**config.mk**
```make
export PLATFORM = sky130hd
export DESIGN_NAME = ps2_mouse_packet_tracker_top_flat
export DESIGN_NICKNAME = d
export VERILOG_FILES = /design/src/rtl/ps2mpt_pkg.sv /design/src/rtl/ps2mpt_if.sv /design/src/rtl/ps2mpt_front.sv /design/src/rtl/ps2mpt_back.sv /design/src/rtl/ps2mpt_top.sv /design/src/flat_wrapper.sv
export SDC_FILE = /design/constraint.sdc
export NUM_CORES = 1
export LEC_CHECK = 0
export ABC_CLOCK_PERIOD_IN_PS = 4900
export BUFFER_PORTS_ARGS = -buffer_cell sky130_fd_sc_hd__buf_2
export CORE_MARGIN = 2
export CORE_UTILIZATION = 55
export CTS_CLUSTER_DIAMETER = 100
export CTS_CLUSTER_SIZE = 40
export DETAILED_ROUTE_END_ITERATION = 8
export GPL_ROUTABILITY_DRIVEN = 1
export PLACE_DENSITY = 0.71
export SLEW_MARGIN = 20
export SYNTH_ARGS = -nofsm -noshare
export SYNTH_HDL_FRONTEND = slang
export SYNTH_SLANG_ARGS = --single-unit
```
**constraint.sdc**
```tcl
create_clock -name clk -period 4.9 [get_ports clk]
set_input_delay 0.98 -clock clk [delete_from_list [all_inputs] [get_ports clk]]
set_output_delay 0.98 -clock clk [all_outputs]
set_load 0.05 [all_outputs]
```
**src/rtl/ps2mpt_pkg.sv**
```systemverilog
// Shared types, codes and constants for the PS/2 mouse packet tracker.
package ps2mpt_pkg;

  // op field codes
  localparam logic [1:0] OP_BYTE  = 2'd0;
  localparam logic [1:0] OP_TICK  = 2'd1;
  localparam logic [1:0] OP_QUERY = 2'd2;
  localparam logic [1:0] OP_NONE  = 2'd3;

  // configuration register indexes
  localparam int unsigned CFG_ADDR_W = 1;
  localparam logic [CFG_ADDR_W-1:0] REG_RESYNC = 1'd0;
  localparam logic [CFG_ADDR_W-1:0] REG_IDLE   = 1'd1;

  localparam logic [15:0] RESYNC_MS_RST = 16'd50;
  localparam logic [15:0] IDLE_MS_RST   = 16'd1000;

  // protocol bytes and header bits
  localparam logic [7:0] ACK_BYTE   = 8'hFA;
  localparam logic [7:0] ENABLE_CMD = 8'hF4;
  localparam int unsigned HDR_SYNC_BIT  = 3;
  localparam int unsigned HDR_XSIGN_BIT = 4;
  localparam int unsigned HDR_YSIGN_BIT = 5;

  localparam logic signed [7:0] DELTA_LIM = 8'sd127;

  // default depth of the front-to-back queue
  localparam int unsigned Q_DEPTH_DEF = 2;

  // classified word handed from the front to the back
  typedef struct packed {
    logic [1:0]         kind;
    logic               is_ack;
    logic               hdr_sync;
    logic [7:0]         rx_byte;
    logic signed [15:0] base_x;
    logic signed [15:0] base_y;
  } cmd_t;

endpackage

```
**src/rtl/ps2mpt_if.sv**
```systemverilog
// Handshake interfaces for the input, result and configuration channels.
interface ps2mpt_in_if;
  logic               valid;
  logic               ready;
  logic [1:0]         op;
  logic [7:0]         rx_byte;
  logic signed [15:0] base_x;
  logic signed [15:0] base_y;

  modport source (output valid, op, rx_byte, base_x, base_y, input ready);
  modport sink (input valid, op, rx_byte, base_x, base_y, output ready);
endinterface

interface ps2mpt_out_if;
  logic               valid;
  logic               ready;
  logic signed [15:0] pos_x;
  logic signed [15:0] pos_y;
  logic [2:0]         buttons;
  logic signed [7:0]  delta_x;
  logic signed [7:0]  delta_y;
  logic               send_enable;
  logic               frame_done;

  modport source (output valid, pos_x, pos_y, buttons, delta_x, delta_y, send_enable,
                  frame_done, input ready);
  modport sink (input valid, pos_x, pos_y, buttons, delta_x, delta_y, send_enable,
                frame_done, output ready);
endinterface

interface ps2mpt_cfg_if;
  logic        valid;
  logic        ready;
  logic [0:0]  addr;
  logic [15:0] data;

  modport source (output valid, addr, data, input ready);
  modport sink (input valid, addr, data, output ready);
endinterface

```
**src/rtl/ps2mpt_front.sv**
```systemverilog
// Front end: accepts input words, classifies them and queues them for the back end.
module ps2mpt_front
  import ps2mpt_pkg::*;
#(
  parameter int unsigned Q_DEPTH = Q_DEPTH_DEF
) (
  input  logic        clk,
  input  logic        rst_n,
  ps2mpt_in_if.sink   in_word,
  output logic        q_valid,
  output cmd_t        q_cmd,
  input  logic        q_pop
);

  localparam int unsigned PTR_W = (Q_DEPTH > 1) ? $clog2(Q_DEPTH) : 1;
  localparam int unsigned CNT_W = $clog2(Q_DEPTH + 1);
  localparam logic [PTR_W-1:0] PTR_LAST = PTR_W'(Q_DEPTH - 1);
  localparam logic [CNT_W-1:0] CNT_FULL = CNT_W'(Q_DEPTH);

  cmd_t             q_mem_r [Q_DEPTH];
  logic [PTR_W-1:0] wr_ptr_r, wr_ptr_nxt;
  logic [PTR_W-1:0] rd_ptr_r, rd_ptr_nxt;
  logic [CNT_W-1:0] count_r, count_nxt;
  logic             push;
  cmd_t             cmd_in;

  always_comb begin
    cmd_in.kind     = in_word.op;
    cmd_in.is_ack   = (in_word.rx_byte == ACK_BYTE);
    cmd_in.hdr_sync = in_word.rx_byte[HDR_SYNC_BIT];
    cmd_in.rx_byte  = in_word.rx_byte;
    cmd_in.base_x   = in_word.base_x;
    cmd_in.base_y   = in_word.base_y;
  end

  assign in_word.ready = (count_r != CNT_FULL);
  assign push          = in_word.valid && in_word.ready;
  assign q_valid       = (count_r != '0);
  assign q_cmd         = q_mem_r[rd_ptr_r];

  always_comb begin
    wr_ptr_nxt = wr_ptr_r;
    rd_ptr_nxt = rd_ptr_r;
    count_nxt  = count_r;
    if (push) begin
      wr_ptr_nxt = (wr_ptr_r == PTR_LAST) ? '0 : wr_ptr_r + 1'b1;
    end
    if (q_pop) begin
      rd_ptr_nxt = (rd_ptr_r == PTR_LAST) ? '0 : rd_ptr_r + 1'b1;
    end
    if (push && !q_pop) begin
      count_nxt = count_r + 1'b1;
    end else if (q_pop && !push) begin
      count_nxt = count_r - 1'b1;
    end
  end

  always_ff @(posedge clk) begin
    if (!rst_n) begin
      wr_ptr_r <= '0;
      rd_ptr_r <= '0;
      count_r  <= '0;
    end else begin
      wr_ptr_r <= wr_ptr_nxt;
      rd_ptr_r <= rd_ptr_nxt;
      count_r  <= count_nxt;
    end
  end

  always_ff @(posedge clk) begin
    if (push) begin
      q_mem_r[wr_ptr_r] <= cmd_in;
    end
  end

`ifndef SYNTHESIS
  // back end only pops a word that is there
  a_pop_nonempty: assert property (@(posedge clk) disable iff (!rst_n)
    q_pop |-> (count_r != '0))
    else $error("queue popped while empty");
`endif

endmodule

```
**src/rtl/ps2mpt_back.sv**
```systemverilog
// Back end: frame assembly, position tracking, timeouts, queries and result register.
module ps2mpt_back
  import ps2mpt_pkg::*;
(
  input  logic         clk,
  input  logic         rst_n,
  input  logic         q_valid,
  input  cmd_t         q_cmd,
  output logic         q_pop,
  ps2mpt_cfg_if.sink   cfg_word,
  ps2mpt_out_if.source out_word
);

  // frame position codes
  localparam logic [1:0] FP_HDR = 2'd0;
  localparam logic [1:0] FP_X   = 2'd1;
  localparam logic [1:0] FP_Y   = 2'd2;

  localparam logic [15:0] IDLE_SAT = 16'hFFFF;

  logic [15:0]        resync_ms_r;
  logic [15:0]        idle_ms_cfg_r;

  logic [15:0]        acc_x_r, acc_x_nxt;
  logic [15:0]        acc_y_r, acc_y_nxt;
  logic [2:0]         btn_r, btn_nxt;
  logic [7:0]         hdr_r, hdr_nxt;
  logic [7:0]         xb_r, xb_nxt;
  logic [1:0]         fpos_r, fpos_nxt;
  logic [15:0]        idle_ms_r, idle_ms_nxt;
  logic               await_r, await_nxt;

  logic               out_valid_r;
  logic signed [7:0]  dx_r, dy_r, dx_nxt, dy_nxt;
  logic               send_r, send_nxt;
  logic               done_r, done_nxt;

  logic [15:0]        idle_inc;
  logic [15:0]        move_x, move_y;
  logic signed [16:0] diff_x, diff_y;

  // configuration registers; writes are always taken
  assign cfg_word.ready = 1'b1;

  always_ff @(posedge clk) begin
    if (!rst_n) begin
      resync_ms_r   <= RESYNC_MS_RST;
      idle_ms_cfg_r <= IDLE_MS_RST;
    end else if (cfg_word.valid) begin
      case (cfg_word.addr)
        REG_RESYNC: resync_ms_r   <= cfg_word.data;
        REG_IDLE:   idle_ms_cfg_r <= cfg_word.data;
        default: ;
      endcase
    end
  end

  assign q_pop = q_valid && (!out_valid_r || out_word.ready);

  assign idle_inc = (idle_ms_r == IDLE_SAT) ? idle_ms_r : idle_ms_r + 16'd1;
  assign move_x   = {{8{hdr_r[HDR_XSIGN_BIT]}}, xb_r};
  assign move_y   = {{8{hdr_r[HDR_YSIGN_BIT]}}, q_cmd.rx_byte};
  assign diff_x   = $signed({acc_x_r[15], acc_x_r}) - $signed({q_cmd.base_x[15], q_cmd.base_x});
  assign diff_y   = $signed({acc_y_r[15], acc_y_r}) - $signed({q_cmd.base_y[15], q_cmd.base_y});

  function automatic logic signed [7:0] clamp_d(input logic signed [16:0] d);
    if (d > 17'sd127) begin
      clamp_d = DELTA_LIM;
    end else if (d < -17'sd127) begin
      clamp_d = -DELTA_LIM;
    end else begin
      clamp_d = d[7:0];
    end
  endfunction

  always_comb begin
    acc_x_nxt   = acc_x_r;
    acc_y_nxt   = acc_y_r;
    btn_nxt     = btn_r;
    hdr_nxt     = hdr_r;
    xb_nxt      = xb_r;
    fpos_nxt    = fpos_r;
    idle_ms_nxt = idle_ms_r;
    await_nxt   = await_r;
    dx_nxt      = '0;
    dy_nxt      = '0;
    send_nxt    = 1'b0;
    done_nxt    = 1'b0;
    case (q_cmd.kind)
      OP_BYTE: begin
        idle_ms_nxt = '0;
        if (await_r && q_cmd.is_ack) begin
          await_nxt = 1'b0;
        end else begin
          case (fpos_r)
            FP_HDR: begin
              if (q_cmd.hdr_sync) begin
                hdr_nxt  = q_cmd.rx_byte;
                fpos_nxt = FP_X;
              end
            end
            FP_X: begin
              xb_nxt   = q_cmd.rx_byte;
              fpos_nxt = FP_Y;
            end
            default: begin
              btn_nxt   = hdr_r[2:0];
              acc_x_nxt = acc_x_r + move_x;
              acc_y_nxt = acc_y_r + move_y;
              fpos_nxt  = FP_HDR;
              done_nxt  = 1'b1;
            end
          endcase
        end
      end
      OP_TICK: begin
        idle_ms_nxt = idle_inc;
        if (fpos_r != FP_HDR && idle_inc >= resync_ms_r) begin
          fpos_nxt = FP_HDR;
          send_nxt = 1'b1;
        end else if (idle_inc >= idle_ms_cfg_r) begin
          send_nxt = 1'b1;
        end
        if (send_nxt) begin
          await_nxt   = 1'b1;
          idle_ms_nxt = '0;
        end
      end
      OP_QUERY: begin
        dx_nxt = clamp_d(diff_x);
        dy_nxt = clamp_d(diff_y);
      end
      default: ;
    endcase
  end

  always_ff @(posedge clk) begin
    if (!rst_n) begin
      acc_x_r     <= '0;
      acc_y_r     <= '0;
      btn_r       <= '0;
      fpos_r      <= FP_HDR;
      idle_ms_r   <= '0;
      await_r     <= 1'b0;
      out_valid_r <= 1'b0;
    end else begin
      if (q_pop) begin
        acc_x_r   <= acc_x_nxt;
        acc_y_r   <= acc_y_nxt;
        btn_r     <= btn_nxt;
        fpos_r    <= fpos_nxt;
        idle_ms_r <= idle_ms_nxt;
        await_r   <= await_nxt;
      end
      if (q_pop) begin
        out_valid_r <= 1'b1;
      end else if (out_word.ready) begin
        out_valid_r <= 1'b0;
      end
    end
  end

  // frame bytes and result payload
  always_ff @(posedge clk) begin
    if (q_pop) begin
      hdr_r  <= hdr_nxt;
      xb_r   <= xb_nxt;
      dx_r   <= dx_nxt;
      dy_r   <= dy_nxt;
      send_r <= send_nxt;
      done_r <= done_nxt;
    end
  end

  assign out_word.valid       = out_valid_r;
  assign out_word.pos_x       = acc_x_r;
  assign out_word.pos_y       = acc_y_r;
  assign out_word.buttons     = btn_r;
  assign out_word.delta_x     = dx_r;
  assign out_word.delta_y     = dy_r;
  assign out_word.send_enable = send_r;
  assign out_word.frame_done  = done_r;

`ifndef SYNTHESIS
  a_fpos_legal: assert property (@(posedge clk) disable iff (!rst_n)
    fpos_r != 2'd3)
    else $error("frame position out of range");

  a_send_sets_await: assert property (@(posedge clk) disable iff (!rst_n)
    (q_pop && send_nxt) |=> (await_r && idle_ms_r == '0 && send_r))
    else $error("enable request without awaiting ack");

  a_send_done_excl: assert property (@(posedge clk) disable iff (!rst_n)
    out_valid_r |-> !(send_r && done_r))
    else $error("send_enable and frame_done together");

  a_delta_range: assert property (@(posedge clk) disable iff (!rst_n)
    out_valid_r |-> (dx_r != 8'h80 && dy_r != 8'h80))
    else $error("delta outside clamp range");
`endif

endmodule

```
**src/rtl/ps2mpt_top.sv**
```systemverilog
// Top level of the PS/2 mouse packet tracker.
//
//  channel   dir  handshake          payload
//  in_word   in   valid/ready        op, rx_byte, base_x, base_y
//  out_word  out  valid/ready        pos_x, pos_y, buttons, delta_x, delta_y,
//                                    send_enable, frame_done
//  cfg_word  in   valid/ready (=1)   addr (0 resync ms, 1 idle ms), data
//
// One word per cycle sustained while out_word is ready; a word's result passes through
// a queue slot and then the result register before it goes valid on out_word.
// The back end updates all tracker state in the single cycle it pops a word.
// The Q_DEPTH-entry queue lets in_word keep accepting while out_word stalls;
// in_word.ready drops only when the queue is full.
// rst_n is synchronous: empties the queue, clears position, buttons, frame
// position, idle count and ack flag, and loads the timeout defaults (50/1000).
// No clearing pass; the block takes words as soon as reset is released.
module ps2_mouse_packet_tracker_top
  import ps2mpt_pkg::*;
#(
  parameter int unsigned Q_DEPTH = Q_DEPTH_DEF
) (
  input  logic         clk,
  input  logic         rst_n,
  ps2mpt_in_if.sink    in_word,
  ps2mpt_out_if.source out_word,
  ps2mpt_cfg_if.sink   cfg_word
);

  logic q_valid;
  logic q_pop;
  cmd_t q_cmd;

  // classify and buffer incoming words
  ps2mpt_front #(
    .Q_DEPTH (Q_DEPTH)
  ) u_front (
    .clk     (clk),
    .rst_n   (rst_n),
    .in_word (in_word),
    .q_valid (q_valid),
    .q_cmd   (q_cmd),
    .q_pop   (q_pop)
  );

  // tracker state, timeouts, queries and result register
  ps2mpt_back u_back (
    .clk      (clk),
    .rst_n    (rst_n),
    .q_valid  (q_valid),
    .q_cmd    (q_cmd),
    .q_pop    (q_pop),
    .cfg_word (cfg_word),
    .out_word (out_word)
  );

endmodule

```
**src/flat_wrapper.sv**
```systemverilog
// flat-port wrapper written by rule: the top's interface ports become plain ports
module ps2_mouse_packet_tracker_top_flat import ps2mpt_pkg::*;
#(
  parameter int unsigned Q_DEPTH = Q_DEPTH_DEF
)
  (clk, rst_n, in_word_valid, in_word_op, in_word_rx_byte, in_word_base_x, in_word_base_y, in_word_ready, out_word_valid, out_word_pos_x, out_word_pos_y, out_word_buttons, out_word_delta_x, out_word_delta_y, out_word_send_enable, out_word_frame_done, out_word_ready, cfg_word_valid, cfg_word_addr, cfg_word_data, cfg_word_ready);
  ps2mpt_in_if in_word_i ();
  ps2mpt_out_if out_word_i ();
  ps2mpt_cfg_if cfg_word_i ();
  input  logic clk;
  input  logic rst_n;
  input wire logic [$bits(in_word_i.valid)-1:0] in_word_valid;
  input wire logic [$bits(in_word_i.op)-1:0] in_word_op;
  input wire logic [$bits(in_word_i.rx_byte)-1:0] in_word_rx_byte;
  input wire logic [$bits(in_word_i.base_x)-1:0] in_word_base_x;
  input wire logic [$bits(in_word_i.base_y)-1:0] in_word_base_y;
  output wire logic [$bits(in_word_i.ready)-1:0] in_word_ready;
  output wire logic [$bits(out_word_i.valid)-1:0] out_word_valid;
  output wire logic [$bits(out_word_i.pos_x)-1:0] out_word_pos_x;
  output wire logic [$bits(out_word_i.pos_y)-1:0] out_word_pos_y;
  output wire logic [$bits(out_word_i.buttons)-1:0] out_word_buttons;
  output wire logic [$bits(out_word_i.delta_x)-1:0] out_word_delta_x;
  output wire logic [$bits(out_word_i.delta_y)-1:0] out_word_delta_y;
  output wire logic [$bits(out_word_i.send_enable)-1:0] out_word_send_enable;
  output wire logic [$bits(out_word_i.frame_done)-1:0] out_word_frame_done;
  input wire logic [$bits(out_word_i.ready)-1:0] out_word_ready;
  input wire logic [$bits(cfg_word_i.valid)-1:0] cfg_word_valid;
  input wire logic [$bits(cfg_word_i.addr)-1:0] cfg_word_addr;
  input wire logic [$bits(cfg_word_i.data)-1:0] cfg_word_data;
  output wire logic [$bits(cfg_word_i.ready)-1:0] cfg_word_ready;
  assign in_word_i.valid = in_word_valid;
  assign in_word_i.op = in_word_op;
  assign in_word_i.rx_byte = in_word_rx_byte;
  assign in_word_i.base_x = in_word_base_x;
  assign in_word_i.base_y = in_word_base_y;
  assign in_word_ready = in_word_i.ready;
  assign out_word_valid = out_word_i.valid;
  assign out_word_pos_x = out_word_i.pos_x;
  assign out_word_pos_y = out_word_i.pos_y;
  assign out_word_buttons = out_word_i.buttons;
  assign out_word_delta_x = out_word_i.delta_x;
  assign out_word_delta_y = out_word_i.delta_y;
  assign out_word_send_enable = out_word_i.send_enable;
  assign out_word_frame_done = out_word_i.frame_done;
  assign out_word_i.ready = out_word_ready;
  assign cfg_word_i.valid = cfg_word_valid;
  assign cfg_word_i.addr = cfg_word_addr;
  assign cfg_word_i.data = cfg_word_data;
  assign cfg_word_ready = cfg_word_i.ready;
  ps2_mouse_packet_tracker_top #(.Q_DEPTH(Q_DEPTH)) u_core (.clk(clk), .rst_n(rst_n), .in_word(in_word_i), .out_word(out_word_i), .cfg_word(cfg_word_i));
endmodule
```
After elaboration in Yosys (flattened, before gate mapping)
Memory sizes are Yosys's and may differ from the RTL's. A register that Yosys moved wholly into a read port is not among the register bits.
Index checks and enable logic that the tools add are counted.

cells by class
  $add $sub $neg = 9
  muxes and demuxes = 29
  bitwise operators = 5
  reduce and logical (&&, ||, !) cells = 29
  $lt $le $gt $ge = 6
  eq/ne operators = 11

operators with widths
  cell                     count
  $gt A17 B8 Y1 const B    2
  $lt A17 B8 Y1 const B    2
  $sub A16 B16 Y17         2
  $add A16 B16 Y16         2
  $ge A16 B16 Y1           2
  $mux W16                 2
  $pmux W16 S2             1
  $add A16 B1 Y16 const B  1
  $eq A16 B16 Y1 const B   1
  $mux W8                  2
  $mux W1                  14
  $mux W7                  2
  $reduce_and A4 Y1        3
  $mux W2                  5
  $ne A2 B2 Y1 const B     5
  $reduce_and A5 Y1        2
  $reduce_bool A2 Y1       5
  $eq A8 B8 Y1 const B     1
  $pmux W2 S2              2
  $reduce_or A2 Y1         4
  $logic_and A1 B1 Y1      6
  $reduce_and A2 Y1        3
  $not A1 Y1               5
  $eq A2 B1 Y1 const B     2
  9 further kinds          13

storage, ports and cells
  memories = 1
  register bits = 123
  RAM bits = 88
  word-level logic and storage cells = 110
  input bits = 64

memories
  name                    words  width  rd ports  clocked after Yosys merged registers in  wr ports  RTL line            RTL
  u_core.u_front.q_mem_r  2      44     1         1                                        1         ps2mpt_front.sv:20  cmd_t q_mem_r [Q_DEPTH];

Longest topological paths before layout
Gate-level depths: netlist of the first run.

  depth in word-level cells = 8
  depth in mapped cells = 18

By module
Synthesis of the first run repeated with hierarchy kept, for this count alone.

unflattened totals
  cell total of the unflattened synthesis = 1222
  area total of the unflattened synthesis = 11947.7 um2

by module, submodules not included
  module        cells each  area each (um2)  times used  seq. area each (um2)
  ps2mpt_back   1060        8575.7           1           2672.6
  ps2mpt_front  162         3372.0           1           2682.6

Worst setup path before layout of the first run
No wires, ideal clock.

  path kind = flip-flop to flip-flop
  start point = register (tool-made name)
  end point = register u_core.u_back.dy_r[1] (netlist: u_core.u_back.out_word.delta_y[1]), data pin
  data arrival time = 3.827 ns
  buffers on the path = 4
  path slack = 0.802 ns
  stages on the path, launching flop included = 15
  cell sequence = dfxtp_1 > clkbuf_1 > clkbuf_1 > clkbuf_1 > mux2i_1 > ha_1 > a211oi_4 > o21bai_2 > a2111o_1 > nand4_1 > nand3_1 > or3b_1 > buf_2 > o31ai_2 > a22oi_1

RTL lines
  item                  RTL line            RTL
  to (signal assigned)  ps2mpt_back.sv:169  dy_r <= dy_nxt;
  to (decl)             ps2mpt_back.sv:34   logic signed [7:0] dx_r, dy_r, dx_nxt, dy_nxt;

Worst setup path in the final report of the first run
  start point = register u_core.u_back.idle_ms_r[3]
  end point = register u_core.u_back.idle_ms_r[15]

on the way
  longest elaborated chain between the ends = 8
  elaborated cells on any way between the ends = 11
  those cells by class = add/sub: 1; order compare: 2; eq/ne: 1; mux: 6; reduce/logical: 1

ends and longest elaborated chain
  item                                               RTL line                                RTL
  from (decl)                                        ps2mpt_back.sv:30                       logic [15:0] idle_ms_r, idle_ms_nxt;
  from (signal assigned)                             ps2mpt_back.sv:152                      idle_ms_r <= idle_ms_nxt;
  $add A16 B1 Y16 or $eq A16 B16 Y1 (tied branches)  ps2mpt_back.sv:60                       assign idle_inc = (idle_ms_r == IDLE_SAT) ? idle_ms_r : idle_ms_r + 16'd1;
  $mux W16 *                                         ps2mpt_back.sv:60
  $ge A16 B16 Y1, on equally long branches           ps2mpt_back.sv:121, ps2mpt_back.sv:118
  $mux W1 or $logic_and A1 B1 Y1 (tied branches)     ps2mpt_back.sv:121, ps2mpt_back.sv:118
  $mux W1                                            ps2mpt_back.sv:118                      if (fpos_r != FP_HDR && idle_inc >= resync_ms_r) begin
  $mux W1                                            ps2mpt_back.sv:89                       case (q_cmd.kind)
  $mux W16 *                                         ps2mpt_back.sv:124                      if (send_nxt) begin
  $pmux W16 S2 *                                     ps2mpt_back.sv:89

Every way passes the cells marked *; elsewhere a longest branch is shown, timed or not. The select of a mux whose other input is x is not followed.
A chain may end at the register's enable or synchronous reset.

==> results of run 1 <==
## cell families (layout without fill, tap and decap cells)
kind of cell    count (synthesis)  after routing  synth area share (%)
simple gates                  406            406                  16.2
compound gates                327            327                  18.2
flops                         209            209                  44.0
buf+inv                       114            211                  3.74
fa+ha+maj                     100            100                  10.5
mux                            48             48                  4.04
xor+xnor                       46             46                  3.31
other cells                     1              1                0.0308
## layout make-up
class / instances / area, um^2
Clock buffer: 12 / 300
Timing Repair Buffer: 131 / 688
Clock inverter: 4 / 67.6
Tap cell: 280 / 350
Sequential cell: 209 / 5360
Fill cell: 1849 / 8380
Inverter: 64 / 240
Multi-Input combinational cell: 928 / 6380
## layout by cell type, fill, tap and decap left out, types with 6 or more instances in the layout
cell,instances
clkbuf_16,12
nand3_1,35
o21a_1,18
and2_1,9
o21ai_1,8
and3_1,19
nor2_1,70
nand2b_1,19
o31a_1,6
buf_2,118
inv_1,62
a211oi_1,23
o21ai_0,37
edfxtp_1,117
o211ai_1,21
ha_1,96
a41oi_1,6
nor3_1,39
a31oi_1,10
mux2_2,9
xor2_1,22
nand4_1,11
and4_1,7
or2_2,11
a32o_1,9
nor2b_1,11
buf_4,13
nand2_1,143
mux2i_1,39
o22ai_1,7
a21o_1,18
a21oi_1,102
xnor2_1,24
a211o_1,6
dfxtp_1,91
or3_1,9
## worst min-delay path by stage
| stage | from | to | slack (ns) | cells past startpoint |
|---|---|---|---|---|
| 3_3_place_gp | u_core.u_back.resync_ms_r[14] | u_core.u_back.resync_ms_r[14] | 0.44 | 2 |
| 2_1_floorplan | u_core.u_back.idle_ms_cfg_r[10] | u_core.u_back.idle_ms_cfg_r[10] | 0.44 | 2 |
| 3_5_place_dp | u_core.u_back.resync_ms_r[13] | u_core.u_back.resync_ms_r[13] | 0.45 | 2 |
| 6_report | u_core.u_back.resync_ms_r[13] | u_core.u_back.resync_ms_r[13] | 0.46 | 2 |
| 4_1_cts | u_core.u_back.idle_ms_cfg_r[1] | u_core.u_back.idle_ms_cfg_r[1] | 0.47 | 2 |
| 5_1_grt | u_core.u_back.resync_ms_r[12] | u_core.u_back.resync_ms_r[12] | 0.49 | 2 |
## per-layer routing
layer	vias to the layer above	GRT usage, %	wire length [um]
met4	0	4.41	522
met1	4598	35.6	13700
li1	4817	-	-
met5	-	0	0
met3	32	3.07	1540
met2	264	37.8	12600
## critical path, stage by stage (launching register included)
cell and delay, ns:
dfxtp_1 0.46, and4_1 0.32, nand4_1 0.17, nor3_1 0.63
nor2_1 0.19, and3_1 0.24, xor2_1 0.33, ha_1 0.20
o21a_1 0.12, o21ai_0 0.06, a2111oi_0 0.50, o21ai_1 0.14
buf_4 0.20, and3_1 0.28, a32o_1 0.29
## state kept, by name (all words and copies together) (netlist names), 2 cells and up, named ones only
| name | cells |
|---|---|
| u_core.u_front.q_mem_r | 86 |
| u_core.u_back.idle_ms_cfg_r | 16 |
| u_core.u_back.idle_ms_r | 16 |
| u_core.u_back.out_word.pos_x | 16 |
| u_core.u_back.out_word.pos_y | 16 |
| u_core.u_back.resync_ms_r | 16 |
| u_core.u_back.out_word.delta_x | 8 |
| u_core.u_back.out_word.delta_y | 8 |
| u_core.u_back.xb_r | 8 |
| u_core.u_back.hdr_r | 5 |
| u_core.u_back.out_word.buttons | 3 |
| u_core.u_back.fpos_r | 2 |
| u_core.u_front.count_r | 2 |
## Yosys cell counts, types with 6 or more instances
cell type / n
nand2_1: 143
edfxtp_1: 117
a21oi_1: 102
ha_1: 96
dfxtp_1: 92
nor2_1: 71
inv_1: 63
mux2i_1: 39
nor3_1: 39
o21ai_0: 37
nand3_1: 35
clkbuf_1: 33
xnor2_1: 24
a211oi_1: 23
xor2_1: 22
o211ai_1: 21
and3_1: 20
nand2b_1: 19
a21o_1: 18
o21a_1: 18
buf_2: 11
nand4_1: 11
nor2b_1: 11
or2_2: 11
a31oi_1: 10
a32o_1: 9
mux2_2: 9
or3_1: 9
and2_1: 8
o21ai_1: 8
and4_1: 7
o22ai_1: 7
a211o_1: 6
a41oi_1: 6
o31a_1: 6
## power by group through the flow
stage | sequential (W) | clock (W) | combinational, W
6_report | 0.00224 | 0.00108 | 0.00174
5_1_grt | 0.00226 | 0.00117 | 0.00189
4_1_cts | 0.00224 | 0.00111 | 0.00173
3_5_place_dp | 0.00228 | 0 | 0.00173
3_3_place_gp | 0.00227 | 0 | 0.00170
2_1_floorplan | 0.00251 | 0 | 0.00106
## stage by stage
stage	worst slack [ns]	power [W]	utilization (%)	hold WS, ns	instances
after detailed placement	0.755	0.00401	59.8	0.449	1612
after global routing	0.286	0.00532	61.5	0.491	1628
final	0.695	0.00506	61.5	0.463	1628
after CTS	0.731	0.00509	61.5	0.467	1628
after global placement	0.834	0.00398	59.8	0.443	1612
after floorplan	0.802	0.00357	-	0.436	1251
==> run metrics, run 1 <==
Int Power 0.00318 W; CTS tree done; clock network power share 21.4%; Ys Warns 0; clk slew on worst S/H paths 0.13 ns; Pwr Density 378 nW/um^2; dpl cell area 13000 um^2; die height 153 um; Die X-Extent 153 um; Startpoint Class register; DRT Pass-1 Iters 5; VDD IR max 0.000276 V; placer congestion estimate 0.905; WL/cell 17.4 um; gr usage total 23.9%; number of flops mapped to enable cells by yosys 117; Sw Share 37.2%; fraction of layout instances using a drive strength above 1 13.8%; vias per cell 5.96; Via Count 9711; total CTS buffers 10; CP endpoint kind register; largest net degree at the start of global routing 41; ranking of synthesized cells by area edfxtp_1, dfxtp_1, ha_1, nand2_1, a21oi_1; ant diodes 0; Final min period 4.20 ns; # H-tree levels 1; detailed placement HPWL 21400 um; crit path from u_core.u_back.idle_ms_r[3]; Yosys top cell area share 28.9%; sequential power share 44.2%; RR Startpoint u_core.u_back.idle_ms_r[3]; area leader, netlist edfxtp_1; Net Sw Power 0.00188 W; WP data required 5.31 ns; Rel. slew slack 37.9%; Worst R2R Setup Slack 0.70 ns; die area 23300 um^2; initial core utilization 56.0%; data arrival time of the worst path 4.61 ns; RSZ-0062 raised after global routing no; Crit Path Max Fanout 10; Post-Syn Area 12200 um^2; Final Hold Violating Endpoints 0; area delta synth->final 9.86%; Final Max Slew Viols 0; Post-CTS Hold Buffers 0; top-level port count 120; status finished clean; core area 21800 um^2; cts repair resizes 0; synthesized instance count 1251; Final setup violation count 0; Antenna Violating Nets Remaining 0; IO buf count 118; CP Class register to register; R2R depth 14; gr ovfl total 0; post-synthesis average cell area 9.73 um^2; register area share after synthesis 44.0%; Worst Hold Class register to register; post-synth cell types 79; design area 13400 um^2; Most used DFF post-synth edfxtp_1; vias in the first global route 8969; TNS Setup 0 ns; Gate power share 34.5%; Slew @ Worst Pin 0.930 ns; Fin Clk Skew 0.0190 ns; Pleak 5.46 nW; Setup Fix Bufs, Post-CTS 0; maxcap violations 0; ys async rst share 0%; DRC viols 0; Synth Register Bits 209; Clock Latency Late Sink 0.49 ns; Final Cycle Share 85.8%; clock buffer depth 3; first-pass GRT wire length 45900 um; DRT iter0 DRCs 682; Root Driver clkbuf_16; antenna violations before repair 0; crit path to u_core.u_back.idle_ms_r[15]; CTS sink count 209; final wirelength 28300 um; Synthesized Nets 1415; nets@finish 1508; Row Count 54; R2R Path End u_core.u_back.idle_ms_r[15]; Peak Freq 238 MHz
No activity file was read; power rests on OpenSTA's default activity.
==> run 2: changes to the inputs <==
Settings changed: CELL_PAD_IN_SITES_DETAIL_PLACEMENT from default to 1, CELL_PAD_IN_SITES_GLOBAL_PLACEMENT from default to 1, CORE_UTILIZATION 55 to 47, PLACE_DENSITY 0.71 to 0.77.
==> run metrics, run 2 (synthesis results as in run 1) <==
Root Driver clkbuf_16; initial core utilization 48.1% (-7.9 points); CP Class register to register; VDD IR max 0.000385 V (+40%); Largest Register u_core.u_front.q_mem_r; Startpoint Class register; commonest non-fill, non-tap cell in the layout nand2_1; DRT Pass-1 Iters 5 (unchanged); DRC viols 0 (unchanged); busiest grt layer met2; IO buf count 118 (unchanged); ant diodes 0 (unchanged); total CTS buffers 11 (+1); Slew @ Worst Pin 0.870 ns (-0.0597 ns); area delta synth->final 10.8%; Final Hold Violating Endpoints 0 (unchanged); Pwr Density 382 nW/um^2 (+0.95%); gr usage total 24.9% (+0.99 points); clock buffer depth 3 (unchanged); nets@finish 1513 (+0.33%); worst setup margin 0.746 ns (+0.0510 ns); Post-CTS Hold Buffers 0 (unchanged); most frequent cells in the layout nand2_1, buf_2, edfxtp_1, a21oi_1, ha_1; CTS tree done; maxcap violations 0 (unchanged); vias per cell 5.87 (-1.6%); CTS sink count 209 (unchanged); first-pass GRT wire length 53500 um (+17%); gr ovfl total 0 (unchanged); Antenna Violating Nets Remaining 0 (unchanged); Die X-Extent 165 um (+8.0%); Fin Clk Skew 0.0419 ns (+0.0229 ns); Rel. slew slack 42.0% (+4.1 points); vias in the first global route 10100 (+12%); Final setup violation count 0 (unchanged); die height 165 um (+8.0%); DRT iter0 DRCs 520 (-24%); Pleak 5.49 nW (+0.54%); data arrival time of the worst path 4.38 ns (-0.23 ns); top-level port count 120 (unchanged); Hold WS 0.465 ns (+0.00275 ns); WP data required 5.13 ns (-0.18 ns); Hold Path Origin u_core.u_back.resync_ms_r[3]; Crit Path Max Fanout 21 (+11); met3 Use GR 2.49% (-0.59 points); Via Count 9881 (+1.8%); Clock Latency Late Sink 0.50 ns (about the same); status finished clean; RSZ-0062 raised after global routing no; CP endpoint kind register; final wirelength 33300 um (+17%); Pwr Total 0.00516 W (+1.8%); M2 GR Usage 41.7% (+3.9 points); WL/cell 19.8 um (+14%); GRT met1 Usage 34.6% (-0.95 points); TNS Setup 0 ns (unchanged); Peak Freq 241 MHz (+1.2%); Worst Hold Class register to register; Row Count 58 (+7.4%); detailed placement HPWL 25200 um (+18%); core area 25300 um^2 (+16%); Inst Count DP 1665 (+3.3%); max reg flops 86 (unchanged); Setup Fix Bufs, Post-CTS 0 (unchanged); Final Cycle Share 84.8% (-1.0 points); die area 27200 um^2 (+17%); antenna violations before repair 0 (unchanged); DP Worst Slack 0.743 ns (-0.0121 ns); placer congestion estimate 0.915 (+1.2%); largest net degree at the start of global routing 42 (+2.4%); clk slew on worst S/H paths 0.14 ns (about the same); Final min period 4.15 ns (-0.0510 ns); cts repair resizes 0 (unchanged); # H-tree levels 1 (unchanged); final cell count without fillers 1683 (+3.4%); Final Max Slew Viols 0 (unchanged); fraction of layout instances using a drive strength above 1 14.1% (+0.32 points)
run 2: path summary, 6_finish.rpt:
| check | end | slack, ns | cells past startpoint |
|---|---|---|---|
| min reg2reg | u_core.u_back.resync_ms_r[3] | 0.47 | 2 |
| min | u_core.u_back.resync_ms_r[3] | 0.47 | 2 |
| max | u_core.u_back.out_word.delta_y[2] | 0.75 | 11 |
| max reg2reg | u_core.u_back.out_word.delta_y[2] | 0.75 | 11 |
run 2: layout make-up:
type	count	area [um^2]
clock buffers	11	275
clock inverters	6	93.8
fillers	2923	11800
inverters	64	240
multi-input cells	928	6380
flip-flops and latches	209	5360
well taps	330	413
repair buffers	135	738
run 2: through the flow:
step | utilization [%] | instance area [um^2]
2_1_floorplan | - | 12200
3_3_place_gp | 51.7 | 13100
3_5_place_dp | 51.7 | 13100
4_1_cts | 53.2 | 13500
5_1_grt | 53.3 | 13500
6_report | 53.3 | 13500
run 2: routing by layer:
metal / vias to the layer above / routed length, um / share of wire (%)
met5: - / 0 / 0
met4: 0 / 634 / 1.9
met3: 32 / 1200 / 3.6
met2: 199 / 15500 / 47
met1: 4817 / 15900 / 48
li1: 4833 / - / -
run 2: where the power goes:
group / total, W / internal, W / switching, W
registers: 0.00224 / 0.00213 / 0.000107
clock network: 0.00112 / 0.000462 / 0.000662
logic: 0.00179 / 0.000589 / 0.00120
run 2: worst max-delay path, stage by stage, from the launching register on:
cell,delay (ns)
dfxtp_2,0.81
buf_4,0.45
mux2i_1,0.23
ha_1,0.36
a2111oi_2,0.39
o21ai_1,0.12
and2_4,0.16
o31a_1,0.33
xor2_1,0.17
or3b_1,0.47
o31ai_2,0.29
a22oi_1,0.10
